$ cat src/rtl/ctas_pkg.sv
// ----------------------------------------------------------------------------
// ctas_pkg
// Shared types and constants for the complete tree array store: capacity,
// derived index widths, action codes, result status codes and the
// traversal walker interface.
// ----------------------------------------------------------------------------
package ctas_pkg;

    // Number of node slots in the tree memory.
    localparam int CAPACITY = 64;

    // Node count holds 0..CAPACITY.
    localparam int CNT_W   = $clog2(CAPACITY + 1);
    // Memory address of one node slot.
    localparam int ADR_W   = (CAPACITY > 1) ? $clog2(CAPACITY) : 1;
    // Child index 2i+2 of the deepest slot needs two bits more than an address.
    localparam int CHILD_W = ADR_W + 2;

    localparam int DATA_W   = 32;
    localparam int STATUS_W = 2;
    localparam int HEIGHT_W = 4;

    typedef enum logic [2:0] {
        ACT_INSERT = 3'd0,
        ACT_DELETE = 3'd1,
        ACT_SEARCH = 3'd2,
        ACT_LEVEL  = 3'd3,
        ACT_PRE    = 3'd4,
        ACT_IN     = 3'd5,
        ACT_POST   = 3'd6,
        ACT_HEIGHT = 3'd7
    } t_action;

    localparam logic [STATUS_W-1:0] ST_OK    = 2'd0;
    localparam logic [STATUS_W-1:0] ST_EMPTY = 2'd1;
    localparam logic [STATUS_W-1:0] ST_FULL  = 2'd2;

    localparam logic signed [HEIGHT_W-1:0] HT_EMPTY = -4'sd1;

    typedef enum logic [1:0] {
        WM_PRE  = 2'd0,
        WM_IN   = 2'd1,
        WM_POST = 2'd2
    } t_walk_mode;

    // Per-cycle report of the depth-first walker to the controller.
    typedef struct packed {
        logic             emit;  // a node is visited in output order this cycle
        logic [ADR_W-1:0] addr;  // slot of that node
        logic             done;  // the walk has returned to the root
    } t_walk_out;

endpackage

$ cat src/rtl/ctas_mem.sv
// ----------------------------------------------------------------------------
// ctas_mem
// Node value store: one write port and one read port, read data registered.
// ----------------------------------------------------------------------------
module ctas_mem (
    input  logic                       i_clk,
    input  logic                       i_we,
    input  logic [ctas_pkg::ADR_W-1:0] i_waddr,
    input  logic [ctas_pkg::DATA_W-1:0] i_wdata,
    input  logic                       i_re,
    input  logic [ctas_pkg::ADR_W-1:0] i_raddr,
    output logic [ctas_pkg::DATA_W-1:0] o_rdata
);
    import ctas_pkg::*;

    logic [DATA_W-1:0] r_mem [CAPACITY];
    logic [DATA_W-1:0] r_rdata;

    always_ff @(posedge i_clk) begin
        if (i_we) begin
            r_mem[i_waddr] <= i_wdata;
        end
        if (i_re) begin
            r_rdata <= r_mem[i_raddr];
        end
    end

    assign o_rdata = r_rdata;

endmodule

$ cat src/rtl/ctas_walk.sv
// ----------------------------------------------------------------------------
// ctas_walk
// Stackless depth-first walker over the implicit tree. It takes one step per
// cycle and visits every node three times: on arrival from the parent, after
// its left subtree and after its right subtree. Moving up uses the parent
// relation (i-1)/2. The walker flags the node that is due in pre, in or post
// order.
// ----------------------------------------------------------------------------
module ctas_walk (
    input  logic                       i_clk,
    input  logic                       i_rst_n,
    input  logic                       i_start,
    input  ctas_pkg::t_walk_mode       i_mode,
    input  logic [ctas_pkg::CNT_W-1:0] i_count,
    output ctas_pkg::t_walk_out        o_walk
);
    import ctas_pkg::*;

    typedef enum logic [3:0] {
        W_IDLE = 4'b0001,
        W_DOWN = 4'b0010,  // just arrived from the parent
        W_UPL  = 4'b0100,  // left subtree finished
        W_UPR  = 4'b1000   // right subtree finished
    } t_wstate;

    t_wstate            r_state, n_state;
    logic [ADR_W-1:0]   r_idx, n_idx;
    t_walk_mode         r_mode, n_mode;

    logic [CHILD_W-1:0] left, right, count_x;

    assign left    = {1'b0, r_idx, 1'b1};
    assign right   = left + CHILD_W'(1);
    assign count_x = CHILD_W'(i_count);

    always_comb begin
        n_state = r_state;
        n_idx   = r_idx;
        n_mode  = r_mode;
        o_walk  = '0;
        o_walk.addr = r_idx;
        unique case (r_state)
            W_IDLE: begin
                if (i_start) begin
                    n_state = W_DOWN;
                    n_idx   = '0;
                    n_mode  = i_mode;
                end
            end
            W_DOWN: begin
                o_walk.emit = (r_mode == WM_PRE);
                if (left < count_x) begin
                    n_idx = left[ADR_W-1:0];
                end else begin
                    n_state = W_UPL;
                end
            end
            W_UPL: begin
                o_walk.emit = (r_mode == WM_IN);
                if (right < count_x) begin
                    n_idx   = right[ADR_W-1:0];
                    n_state = W_DOWN;
                end else begin
                    n_state = W_UPR;
                end
            end
            W_UPR: begin
                o_walk.emit = (r_mode == WM_POST);
                if (r_idx == '0) begin
                    o_walk.done = 1'b1;
                    n_state     = W_IDLE;
                end else begin
                    n_idx   = (r_idx - ADR_W'(1)) >> 1;
                    // An odd slot is a left child, an even one a right child.
                    n_state = r_idx[0] ? W_UPL : W_UPR;
                end
            end
            default: begin
                n_state = W_IDLE;
            end
        endcase
    end

    always_ff @(posedge i_clk) begin
        if (!i_rst_n) begin
            r_state <= W_IDLE;
        end else begin
            r_state <= n_state;
        end
        r_idx  <= n_idx;
        r_mode <= n_mode;
    end

endmodule

$ cat src/rtl/complete_tree_array_store_core.sv
// ----------------------------------------------------------------------------
// complete_tree_array_store_core
// Complete binary tree kept as an implicit array (children of slot i at 2i+1
// and 2i+2) with a node count. Supports append, delete-last, search, level,
// pre, in and post order traversal, and height.
// ----------------------------------------------------------------------------
//
// Channel   Direction  Handshake              Payload
// command   in         start & !busy          i_action, i_value
// result    out        o_valid, no backpress  o_status, o_found, o_item,
//                                             o_height, o_last
//
// Insert, delete and height take one transaction and show their result in
// the cycle right after the accepting edge, with busy low again at once.
// Search and level order read one slot per cycle from the node memory.
// Pre, in and post order are paced by the walker, which visits every node
// three times (arrival, after the left subtree, after the right subtree).
// Reset (synchronous, active low) empties the tree; memory contents are kept
// but are never read before being written again.
// Results cannot be stalled: each one is shown for exactly one cycle.
// ----------------------------------------------------------------------------
module complete_tree_array_store_core (
    input  logic                                 i_clk,
    input  logic                                 i_rst_n,
    input  logic                                 start,
    output logic                                 busy,
    input  logic [2:0]                           i_action,
    input  logic signed [ctas_pkg::DATA_W-1:0]   i_value,
    output logic                                 o_valid,
    output logic [ctas_pkg::STATUS_W-1:0]        o_status,
    output logic                                 o_found,
    output logic signed [ctas_pkg::DATA_W-1:0]   o_item,
    output logic signed [ctas_pkg::HEIGHT_W-1:0] o_height,
    output logic                                 o_last
);
    import ctas_pkg::*;

    // Controller states. SCAN walks slots in index order (search and level
    // order), WALK follows the depth-first walker.
    typedef enum logic [2:0] {
        S_IDLE = 3'b001,
        S_SCAN = 3'b010,
        S_WALK = 3'b100
    } t_state;

    t_state r_state, n_state;

    // Tree size and scan position; the scan counter also numbers emitted
    // nodes during a depth-first walk so that the final one is marked.
    logic [CNT_W-1:0]  r_count, n_count;
    logic [CNT_W-1:0]  r_scan, n_scan;
    logic [DATA_W-1:0] r_value, n_value;
    logic              r_hit, n_hit;
    logic              r_srch, n_srch;

    // Read tag: travels beside the memory read so that the returning data
    // knows what it is for.
    logic r_tag_v, n_tag_v;
    logic r_tag_last, n_tag_last;

    // Output register.
    logic                       r_out_v, n_out_v;
    logic [STATUS_W-1:0]        r_status, n_status;
    logic                       r_found, n_found;
    logic signed [DATA_W-1:0]   r_item, n_item;
    logic signed [HEIGHT_W-1:0] r_height, n_height;
    logic                       r_last, n_last;

    // Memory port signals.
    logic              wr_en, rd_en;
    logic [ADR_W-1:0]  rd_addr;
    logic [DATA_W-1:0] rd_q;

    // Walker interface.
    logic       walk_start;
    t_walk_mode walk_mode;
    t_walk_out  walk;

    logic                       accept;
    logic                       is_empty;
    logic                       scan_last;
    logic                       hit_now;
    logic signed [HEIGHT_W-1:0] tree_height;
    t_action                    action;

    assign action    = t_action'(i_action);
    assign accept    = start && !busy;
    assign is_empty  = (r_count == '0);
    assign scan_last = (r_scan == r_count - CNT_W'(1));
    assign hit_now   = r_hit || (rd_q == r_value);

    // The controller takes a new command only in IDLE with no read in flight.
    assign busy = (r_state != S_IDLE) || r_tag_v;

    // Height is the position of the leading one of the node count.
    always_comb begin
        tree_height = '0;
        for (int b = 0; b < CNT_W; b++) begin
            if (r_count[b]) begin
                tree_height = HEIGHT_W'(b);
            end
        end
    end

    always_comb begin
        case (action)
            ACT_PRE: walk_mode = WM_PRE;
            ACT_IN:  walk_mode = WM_IN;
            default: walk_mode = WM_POST;
        endcase
    end

    always_comb begin
        n_state    = r_state;
        n_count    = r_count;
        n_scan     = r_scan;
        n_value    = r_value;
        n_hit      = r_hit;
        n_srch     = r_srch;
        n_tag_v    = 1'b0;
        n_tag_last = 1'b0;
        n_out_v    = 1'b0;
        n_status   = ST_OK;
        n_found    = 1'b0;
        n_item     = '0;
        n_height   = '0;
        n_last     = 1'b0;
        wr_en      = 1'b0;
        rd_en      = 1'b0;
        rd_addr    = r_scan[ADR_W-1:0];
        walk_start = 1'b0;

        unique case (r_state)
            S_IDLE: begin
                if (accept) begin
                    // Single-result commands finish here; every empty-tree
                    // case is also answered at once.
                    n_out_v = 1'b1;
                    n_last  = 1'b1;
                    unique case (action) inside
                        ACT_INSERT: begin
                            if (r_count < CNT_W'(CAPACITY)) begin
                                wr_en   = 1'b1;
                                n_count = r_count + CNT_W'(1);
                            end else begin
                                n_status = ST_FULL;
                            end
                        end
                        ACT_DELETE: begin
                            if (is_empty) begin
                                n_status = ST_EMPTY;
                            end else begin
                                n_count = r_count - CNT_W'(1);
                            end
                        end
                        ACT_SEARCH, ACT_LEVEL: begin
                            if (is_empty) begin
                                n_status = ST_EMPTY;
                            end else begin
                                n_out_v = 1'b0;
                                n_last  = 1'b0;
                                n_state = S_SCAN;
                                n_scan  = '0;
                                n_value = i_value;
                                n_hit   = 1'b0;
                                n_srch  = (action == ACT_SEARCH);
                            end
                        end
                        ACT_PRE, ACT_IN, ACT_POST: begin
                            if (is_empty) begin
                                n_status = ST_EMPTY;
                            end else begin
                                n_out_v    = 1'b0;
                                n_last     = 1'b0;
                                n_state    = S_WALK;
                                n_scan     = '0;
                                n_srch     = 1'b0;
                                walk_start = 1'b1;
                            end
                        end
                        ACT_HEIGHT: begin
                            if (is_empty) begin
                                n_status = ST_EMPTY;
                                n_height = HT_EMPTY;
                            end else begin
                                n_height = tree_height;
                            end
                        end
                        default: begin
                            n_out_v = 1'b0;
                            n_last  = 1'b0;
                        end
                    endcase
                end
            end
            S_SCAN: begin
                rd_en      = 1'b1;
                n_tag_v    = 1'b1;
                n_tag_last = scan_last;
                n_scan     = r_scan + CNT_W'(1);
                if (scan_last) begin
                    n_state = S_IDLE;
                end
            end
            S_WALK: begin
                rd_addr = walk.addr;
                if (walk.emit) begin
                    rd_en      = 1'b1;
                    n_tag_v    = 1'b1;
                    n_tag_last = scan_last;
                    n_scan     = r_scan + CNT_W'(1);
                end
                if (walk.done) begin
                    n_state = S_IDLE;
                end
            end
            default: begin
                n_state = S_IDLE;
            end
        endcase

        // Returning read data. No command is accepted while a read is in
        // flight, so this never meets a single-result command above.
        if (r_tag_v) begin
            if (r_srch) begin
                if (r_tag_last) begin
                    n_out_v = 1'b1;
                    n_last  = 1'b1;
                    n_found = hit_now;
                    n_hit   = 1'b0;
                end else begin
                    n_hit = hit_now;
                end
            end else begin
                n_out_v = 1'b1;
                n_item  = $signed(rd_q);
                n_last  = r_tag_last;
            end
        end
    end

    always_ff @(posedge i_clk) begin
        if (!i_rst_n) begin
            r_state <= S_IDLE;
            r_count <= '0;
            r_tag_v <= 1'b0;
            r_out_v <= 1'b0;
            r_hit   <= 1'b0;
            r_srch  <= 1'b0;
        end else begin
            r_state <= n_state;
            r_count <= n_count;
            r_tag_v <= n_tag_v;
            r_out_v <= n_out_v;
            r_hit   <= n_hit;
            r_srch  <= n_srch;
        end
        r_scan     <= n_scan;
        r_value    <= n_value;
        r_tag_last <= n_tag_last;
        r_status   <= n_status;
        r_found    <= n_found;
        r_item     <= n_item;
        r_height   <= n_height;
        r_last     <= n_last;
    end

    ctas_mem u_mem (
        .i_clk   (i_clk),
        .i_we    (wr_en),
        .i_waddr (r_count[ADR_W-1:0]),
        .i_wdata (i_value),
        .i_re    (rd_en),
        .i_raddr (rd_addr),
        .o_rdata (rd_q)
    );

    ctas_walk u_walk (
        .i_clk   (i_clk),
        .i_rst_n (i_rst_n),
        .i_start (walk_start),
        .i_mode  (walk_mode),
        .i_count (r_count),
        .o_walk  (walk)
    );

    assign o_valid  = r_out_v;
    assign o_status = r_status;
    assign o_found  = r_found;
    assign o_item   = r_item;
    assign o_height = r_height;
    assign o_last   = r_last;

endmodule

$ cat config.mk
export PLATFORM = sky130hd
export DESIGN_NAME = complete_tree_array_store_core
export DESIGN_NICKNAME = d
export VERILOG_FILES = /design/src/rtl/ctas_pkg.sv /design/src/rtl/ctas_mem.sv /design/src/rtl/ctas_walk.sv /design/src/rtl/complete_tree_array_store_core.sv
export SDC_FILE = /design/constraint.sdc
export NUM_CORES = 2
export LEC_CHECK = 0
export ABC_CLOCK_PERIOD_IN_PS = 7000
export BUFFER_PORTS_ARGS = -buffer_cell sky130_fd_sc_hd__clkbuf_2
export CORE_ASPECT_RATIO = 0.6
export CORE_MARGIN = 2
export CORE_UTILIZATION = 35
export DETAILED_ROUTE_END_ITERATION = 12
export GPL_ROUTABILITY_DRIVEN = 0
export GPL_TIMING_DRIVEN = 0
export PLACE_DENSITY = 0.54
export SLEW_MARGIN = 20
export SYNTH_ARGS = -nofsm -noshare
export SYNTH_HDL_FRONTEND = slang
export SYNTH_SLANG_ARGS = --single-unit
$ cat constraint.sdc
create_clock -name i_clk -period 7 [get_ports i_clk]
set_clock_uncertainty 0.05 [all_clocks]
set_input_delay 0.35 -clock i_clk [delete_from_list [all_inputs] [get_ports i_clk]]
set_output_delay 0.35 -clock i_clk [all_outputs]
set_load 0.05 [all_outputs]
# Word-level counts from Yosys, hierarchy flattened
# Memories as Yosys holds them, arrays and structs flattened. A register that Yosys moved wholly into a read port is not among the register bits.
# Index checks and enable logic that the tools add are counted.
[totals]
register_bits = 106
mem_bits_rw = 2048
in_bits = 38
output_inout_bits = 42
word_cells = 168
memories = 1
[classes]
add_sub_neg = 5
magnitude_cmp = 3
n_eq_ne = 37
n_mux = 74
bitwise = 2
n_reduce_logical = 29
[mem_list]
columns = ["name", "words", "word_bits", "read_ports", "rd_ports_with_merged_regs", "write_ports", "line", "rtl"]
rows = [
  ["u_mem.r_mem", 64, 32, 1, 1, 1, "ctas_mem.sv:16", "logic [DATA_W-1:0] r_mem [CAPACITY];"],
]
[ops]
columns = ["operator", "count"]
rows = [
  ["7-bit two-way mux", 6],
  ["1-bit two-way mux", 33],
  ["32-bit == test", 1],
  ["6-bit two-way mux", 5],
  ["3-bit two-way mux", 8],
  ["4-bit two-way mux", 6],
  ["6-bit one-hot mux with 4 select lines", 1],
  ["7-bit one-hot mux with 3 select lines", 1],
  ["5-bit AND reduction", 4],
  ["2-bit != test (second input constant)", 9],
  ["4-bit one-hot mux with 4 select lines", 1],
  ["3-bit == test (second input constant)", 5],
  ["7-bit by 1-bit adder with 7-bit output (second input constant)", 2],
  ["7-bit one-hot mux with 2 select lines", 1],
  ["2-bit by 1-bit != test with 1-bit output (second input constant)", 6],
  ["3-bit by 2-bit == test with 1-bit output (second input constant)", 3],
  ["3-bit one-hot mux with 3 select lines", 1],
  ["7-bit by 1-bit adder with 8-bit output (second input constant)", 1],
  ["8-bit by 7-bit less-than comparator with 1-bit output", 1],
  ["1-bit one-hot mux with 2 select lines", 4],
  ["2-bit one-hot mux with 2 select lines", 2],
  ["7-bit == test", 1],
  ["7-bit logical NOT", 1],
  ["7-bit less-than comparator", 1],
  ["33 further kinds", 46],
]

# Depth between registers and ports, before layout
[logic_depth]
word_depth = 9
depth_mapped = 10

# Cells and area by module
# From an unflattened synthesis, not the netlist that was laid out.
[hier_totals]
cells_unflattened = 3959
area_unflattened_um2 = 84288.3
[modules_own_cells]
columns = ["module", "n_inst", "cells_each", "area_each_um2", "seq_area_each_um2"]
rows = [
  ["ctas_mem", 1, 3511, 79359.9, 62459.9],
  ["complete_tree_array_store_core", 1, 332, 3888.7, 2272.2],
  ["ctas_walk", 1, 116, 1039.7, 320.3],
]

# Worst setup path before layout
# OpenSTA, ideal clock, no wires.
[synth_timing]
kind = "register -> register"
startpoint = "reg r_state[0]"
endpoint = "mem u_mem.r_mem[48][0], enable pin"
setup_ns = 0.501
arrival_ns = 4.539
t_required_ns = 6.449
slack_ns = 1.910
stages_incl_launch_ff = 6
n_path_buf = 0
path_cell_list = "dfxtp_1 nor4b_1 nand2_1 nor3_1 nand2_1 nor4_1"
[synth_via]
elab_chain_cells = 8
word_cells_on_any_way = 9
cone_classes = "eq/ne (2); mux (4); reduce/logical (3)"
[synth_rtl]
columns = ["item", "line", "rtl"]
rows = [
  ["from (decl)", "complete_tree_array_store_core.sv:46", "t_state r_state, n_state;"],
  ["from (signal assigned)", "complete_tree_array_store_core.sv:251", "r_state <= n_state;"],
  ["3-bit by 1-bit != test with 1-bit output", "complete_tree_array_store_core.sv:93", "assign busy = (r_state != S_IDLE) || r_tag_v;"],
  ["1-bit logical OR", "complete_tree_array_store_core.sv:93", ""],
  ["1-bit logical NOT", "complete_tree_array_store_core.sv:87", "assign accept = start && !busy;"],
  ["1-bit logical AND", "complete_tree_array_store_core.sv:87", ""],
  ["1-bit two-way mux", "complete_tree_array_store_core.sv:135", "if (accept) begin"],
  ["1-bit two-way mux *", "complete_tree_array_store_core.sv:133", "unique case (r_state)"],
  ["1-bit two-way mux *", "ctas_mem.sv:20", "if (i_we) begin"],
  ["1-bit two-way mux (implied by the code) *", "ctas_mem.sv:21", "r_mem[i_waddr] <= i_wdata;"],
  ["to (decl)", "ctas_mem.sv:16", ""],
]
# Mark *: on every way between the ends. The rest lies on a longest branch, timed or not.

# Worst setup path after layout
[layout_timing]
startpoint = "reg r_state[0]"
endpoint = "reg u_mem.r_rdata[23], in the netlist u_mem.o_rdata[23], read port of u_mem.r_mem (data pin)"
[layout_via]
elab_chain_cells = 2
word_cells_on_any_way = 4
cone_classes = "eq/ne (2); mux (2)"
[layout_rtl]
columns = ["item", "line", "rtl"]
rows = [
  ["3-bit == test or 3-bit by 2-bit == test with 1-bit output (tied branches)", "complete_tree_array_store_core.sv:133", ""],
  ["1-bit one-hot mux with 2 select lines or 6-bit two-way mux (tied branches)", "complete_tree_array_store_core.sv:133", ""],
  ["to (decl)", "ctas_mem.sv:17", "logic [DATA_W-1:0] r_rdata;"],
]
# Several ways; a longest one is shown, not always the timed one.
# A chain may end at the register's enable or synchronous reset.

==> flow_metrics.py <==
metrics = {
    "synth": {
        "synthArstFlopShare_pct": 0,
        "syn_avg_cell_area_sq_um": 18.3,
        "seq_area_frac_synth_pct": 77.7,
        "syn_area_sq_um": 83700,
        "syn_nets": 4639,
        "yosysWarningCount": 0,
        "synth_ff_type": "edfxtp_1",
        "synth_cells": 4582,
        "synthTopCellsByArea": "edfxtp_1, mux2i_1, o22ai_1",
        "yosysTopAreaCellShare_pct": 76.3,
        "synth_enable_flop_cells": 2127,
        "ys_types": 52,
        "synth_area_leader_cell": "edfxtp_1",
        "ys_ff_latch": 2186,
    },
    "clock_tree": {
        "cts_buffer_depth": 4,
        "numCtsBuffers": 204,
        "cts.sinks": 2186,
        "insertion_delay_ns": 0.88,
        "htreeDepth": 4,
        "clk_pin_slew_ns": 0.07,
        "cts_tree": "built",
        "root_buffer": "clkbuf_16",
        "cts-resized-gates": 0,
    },
    "layout": {
        "final_cell_mix": "edfxtp_1, mux2i_1, o22ai_1",
        "mostFrequentLayoutCell": "edfxtp_1",
        "nNetsFinal": 5117,
        "final_area_sq_um": 98500,
        "area_growth_syn_to_layout_pct": 17.7,
        "drive_gt1_share_pct": 14.8,
        "instances_no_fill": 8362,
    },
    "setup_path": {
        "r2r-start": "r_state[0]",
        "endpoint_kind": "register",
        "slowest_stage": "o41ai_1",
        "critical_path_arrival_ns": 6.21,
        "crit_start": "r_state[0]",
        "start_kind": "register",
        "crit_type": "register to register",
        "crit_buf_inv": 3,
        "critical_path.top_delay_family": "simple AND/OR/NAND/NOR gates",
        "cpPeakStageDelay_ns": 0.99,
        "cp_max_fo": 10,
        "crit_chain": "or3b_2 -> buf_2 -> nand3b_1 -> nand2_1 -> nand2_1 -> buf_2 -> clkbuf_1 -> o22ai_1 -> o41ai_1 -> nand4_1",
        "worstPathRequired_ns": 7.34,
    },
    "routing": {
        "post-route-drc-count": 0,
        "vias_per_cell": 5.87,
        "num_vias": 49100,
        "route.antenna.remaining_nets": 0,
        "routed_wl_mm": 302,
        "dr.pass1.iters": 5,
        "drt_iter0_drc": 9191,
        "wire_per_inst_um": 36.2,
    },
    "global_routing": {
        "antenna_found_initial": 25,
        "grt_overflow": 0,
        "grt_pass1_wl_mm": 398,
        "grt_max_degree": 66,
        "track_usage_pct": 24.2,
        "grt_pass1_vias": 44800,
    },
    "floorplan": {
        "rows": 138,
        "die_w_um": 635,
        "die_y_um": 383,
        "core_sq_um": 237000,
        "die-area_sq_um": 243000,
        "ios": 80,
        "initial_core_util_pct": 35.4,
    },
    "status": {
        "status": "complete, no violations",
    },
    "sta": {
        "slew_violations": 0,
        "hold_violations": 0,
        "setup_violations": 0,
        "worst_pin_slew_ns": 1.31,
        "rsz0062_at_grt": "no",
        "fin_crit_sh_pct": 83.8,
        "finalCriticalPeriod_ns": 5.87,
        "fmax_mhz": 170,
        "slew-limit-headroom_pct": 13.0,
    },
    "pwr": {
        "power_density_nw_per_um2": 263,
        "vdd_ir_drop_max_mv": 0.212,
        "power_leakage_nw": 32.6,
    },
    "place": {
        "port_buffers": 77,
        "place_area_sq_um": 92100,
        "dp_hpwl_mm": 212,
        "dp.cells": 7986,
    },
    "min_path": {
        "hp-class": "input port to register",
        "min_from": "i_value[6]",
    },
    "flow_run": {
        "cap_violations": 0,
    },
}
-- metrics by stage --
step / utilization [%] / setup TNS (ns) / total power, mW / hold slack [ns] / setup WS, ns
after floorplan: - / 0 / 14.9 / 0.399 / 1.91
after global placement: 37.2 / -387.42 / 15.3 / 0.450 / -4.95
after detailed placement: 38.9 / 0 / 15.4 / 0.454 / 1.32
after CTS: 41.6 / 0 / 25.9 / 0.00359 / 1.35
after global routing: 41.6 / 0 / 26.5 / 0.0274 / 1.30
final: 41.6 / 0 / 25.9 / 0.0365 / 1.13
-- power by group --
part | total [mW] | internal (mW) | switching (mW)
logic | 0.770 | 0.184 | 0.586
registers | 14.4 | 14.4 | 0.00677
clock network | 10.8 | 5.86 | 4.92
total | 25.9 | 20.4 | 5.52
-- per-layer routing --
metal  vias to the layer above  track usage, %  share of wire, %
li1                      19600               -                 -
met1                     25600            38.3                45
met2                      3434            29.6                36
met3                       390            9.69                16
met4                        24            5.84               2.5
met5                         -            1.31              0.19
-- sequential cells by signal, summed over array words and instances (netlist names), 2 cells and up --
register / count
r_state: 3
r_scan: 7
o_status: 2
r_value: 32
o_height: 4
u_walk.r_mode: 2
u_walk.r_idx: 6
r_count: 7
o_item: 32
u_mem.r_mem: 2048
u_mem.o_rdata: 32
u_walk.r_state: 4
-- what timing repair did --
action | CTS | global route
setup endpoints to repair | 0 | 0
hold buffers | 18 | 0
hold endpoints to repair | 133 | 0
buffers inserted | 0 | 0
-- Yosys cell counts, drive strengths merged, types with 7 or more instances --
library cell / n
edfxtp: 2127
mux2i: 1027
o22ai: 512
buf: 150
o41ai: 128
clkbuf: 112
nor2: 90
dfxtp: 59
xnor2: 52
nand4: 46
nand2: 42
and2: 39
nand3: 22
ha: 19
o21ai: 19
nor3: 18
a21oi: 12
inv: 12
o21a: 11
xor2: 9
nand3b: 8
or3: 8
nor4: 7
-- layout make-up --
type	count	area, sq um
multi-input cells	2120	18000
repair buffers	272	4030
inverters	14	52.6
clock inverters	90	732
well taps	3150	3940
clock buffers	262	5430
fillers	20800	138000
diodes	6	15.0
flip-flops and latches	2186	65100
plain buffers	262	1230
-- cell families (layout without fill, tap and decap cells) --
family | after synthesis | after routing | share of synthesized area (%)
and+or+nand+nor | 307 | 307 | 1.89
AOI/OAI and AO/OA | 706 | 706 | 5.67
muxes | 1027 | 1027 | 12.3
DFF | 2186 | 2186 | 77.7
other | 0 | 6 | 0
buffers and inverters | 276 | 900 | 1.49
xor gates and xnor gates | 61 | 61 | 0.638
adders and majority gates | 19 | 19 | 0.284
-- final timing paths --
check | depth (start not counted) | slack (ns) | to
hold / removal | 1 | 0.04 | u_mem.r_mem[3][6]
setup / recovery | 10 | 1.13 | u_mem.o_rdata[23]
hold reg to reg | 1 | 0.47 | o_found
setup reg to reg | 10 | 1.13 | u_mem.o_rdata[23]
-- worst register-to-register path, cell delays in order (launching register included) --
cell and delay (ns):
dfxtp_1 0.41, or3b_2 0.55, buf_2 0.22, nand3b_1 0.11
nand2_1 0.28, nand2_1 0.19, buf_2 0.53, clkbuf_1 0.98
o22ai_1 0.32, o41ai_1 0.99, nand4_1 0.78
Note: power is estimated with default switching activity, not from simulation.
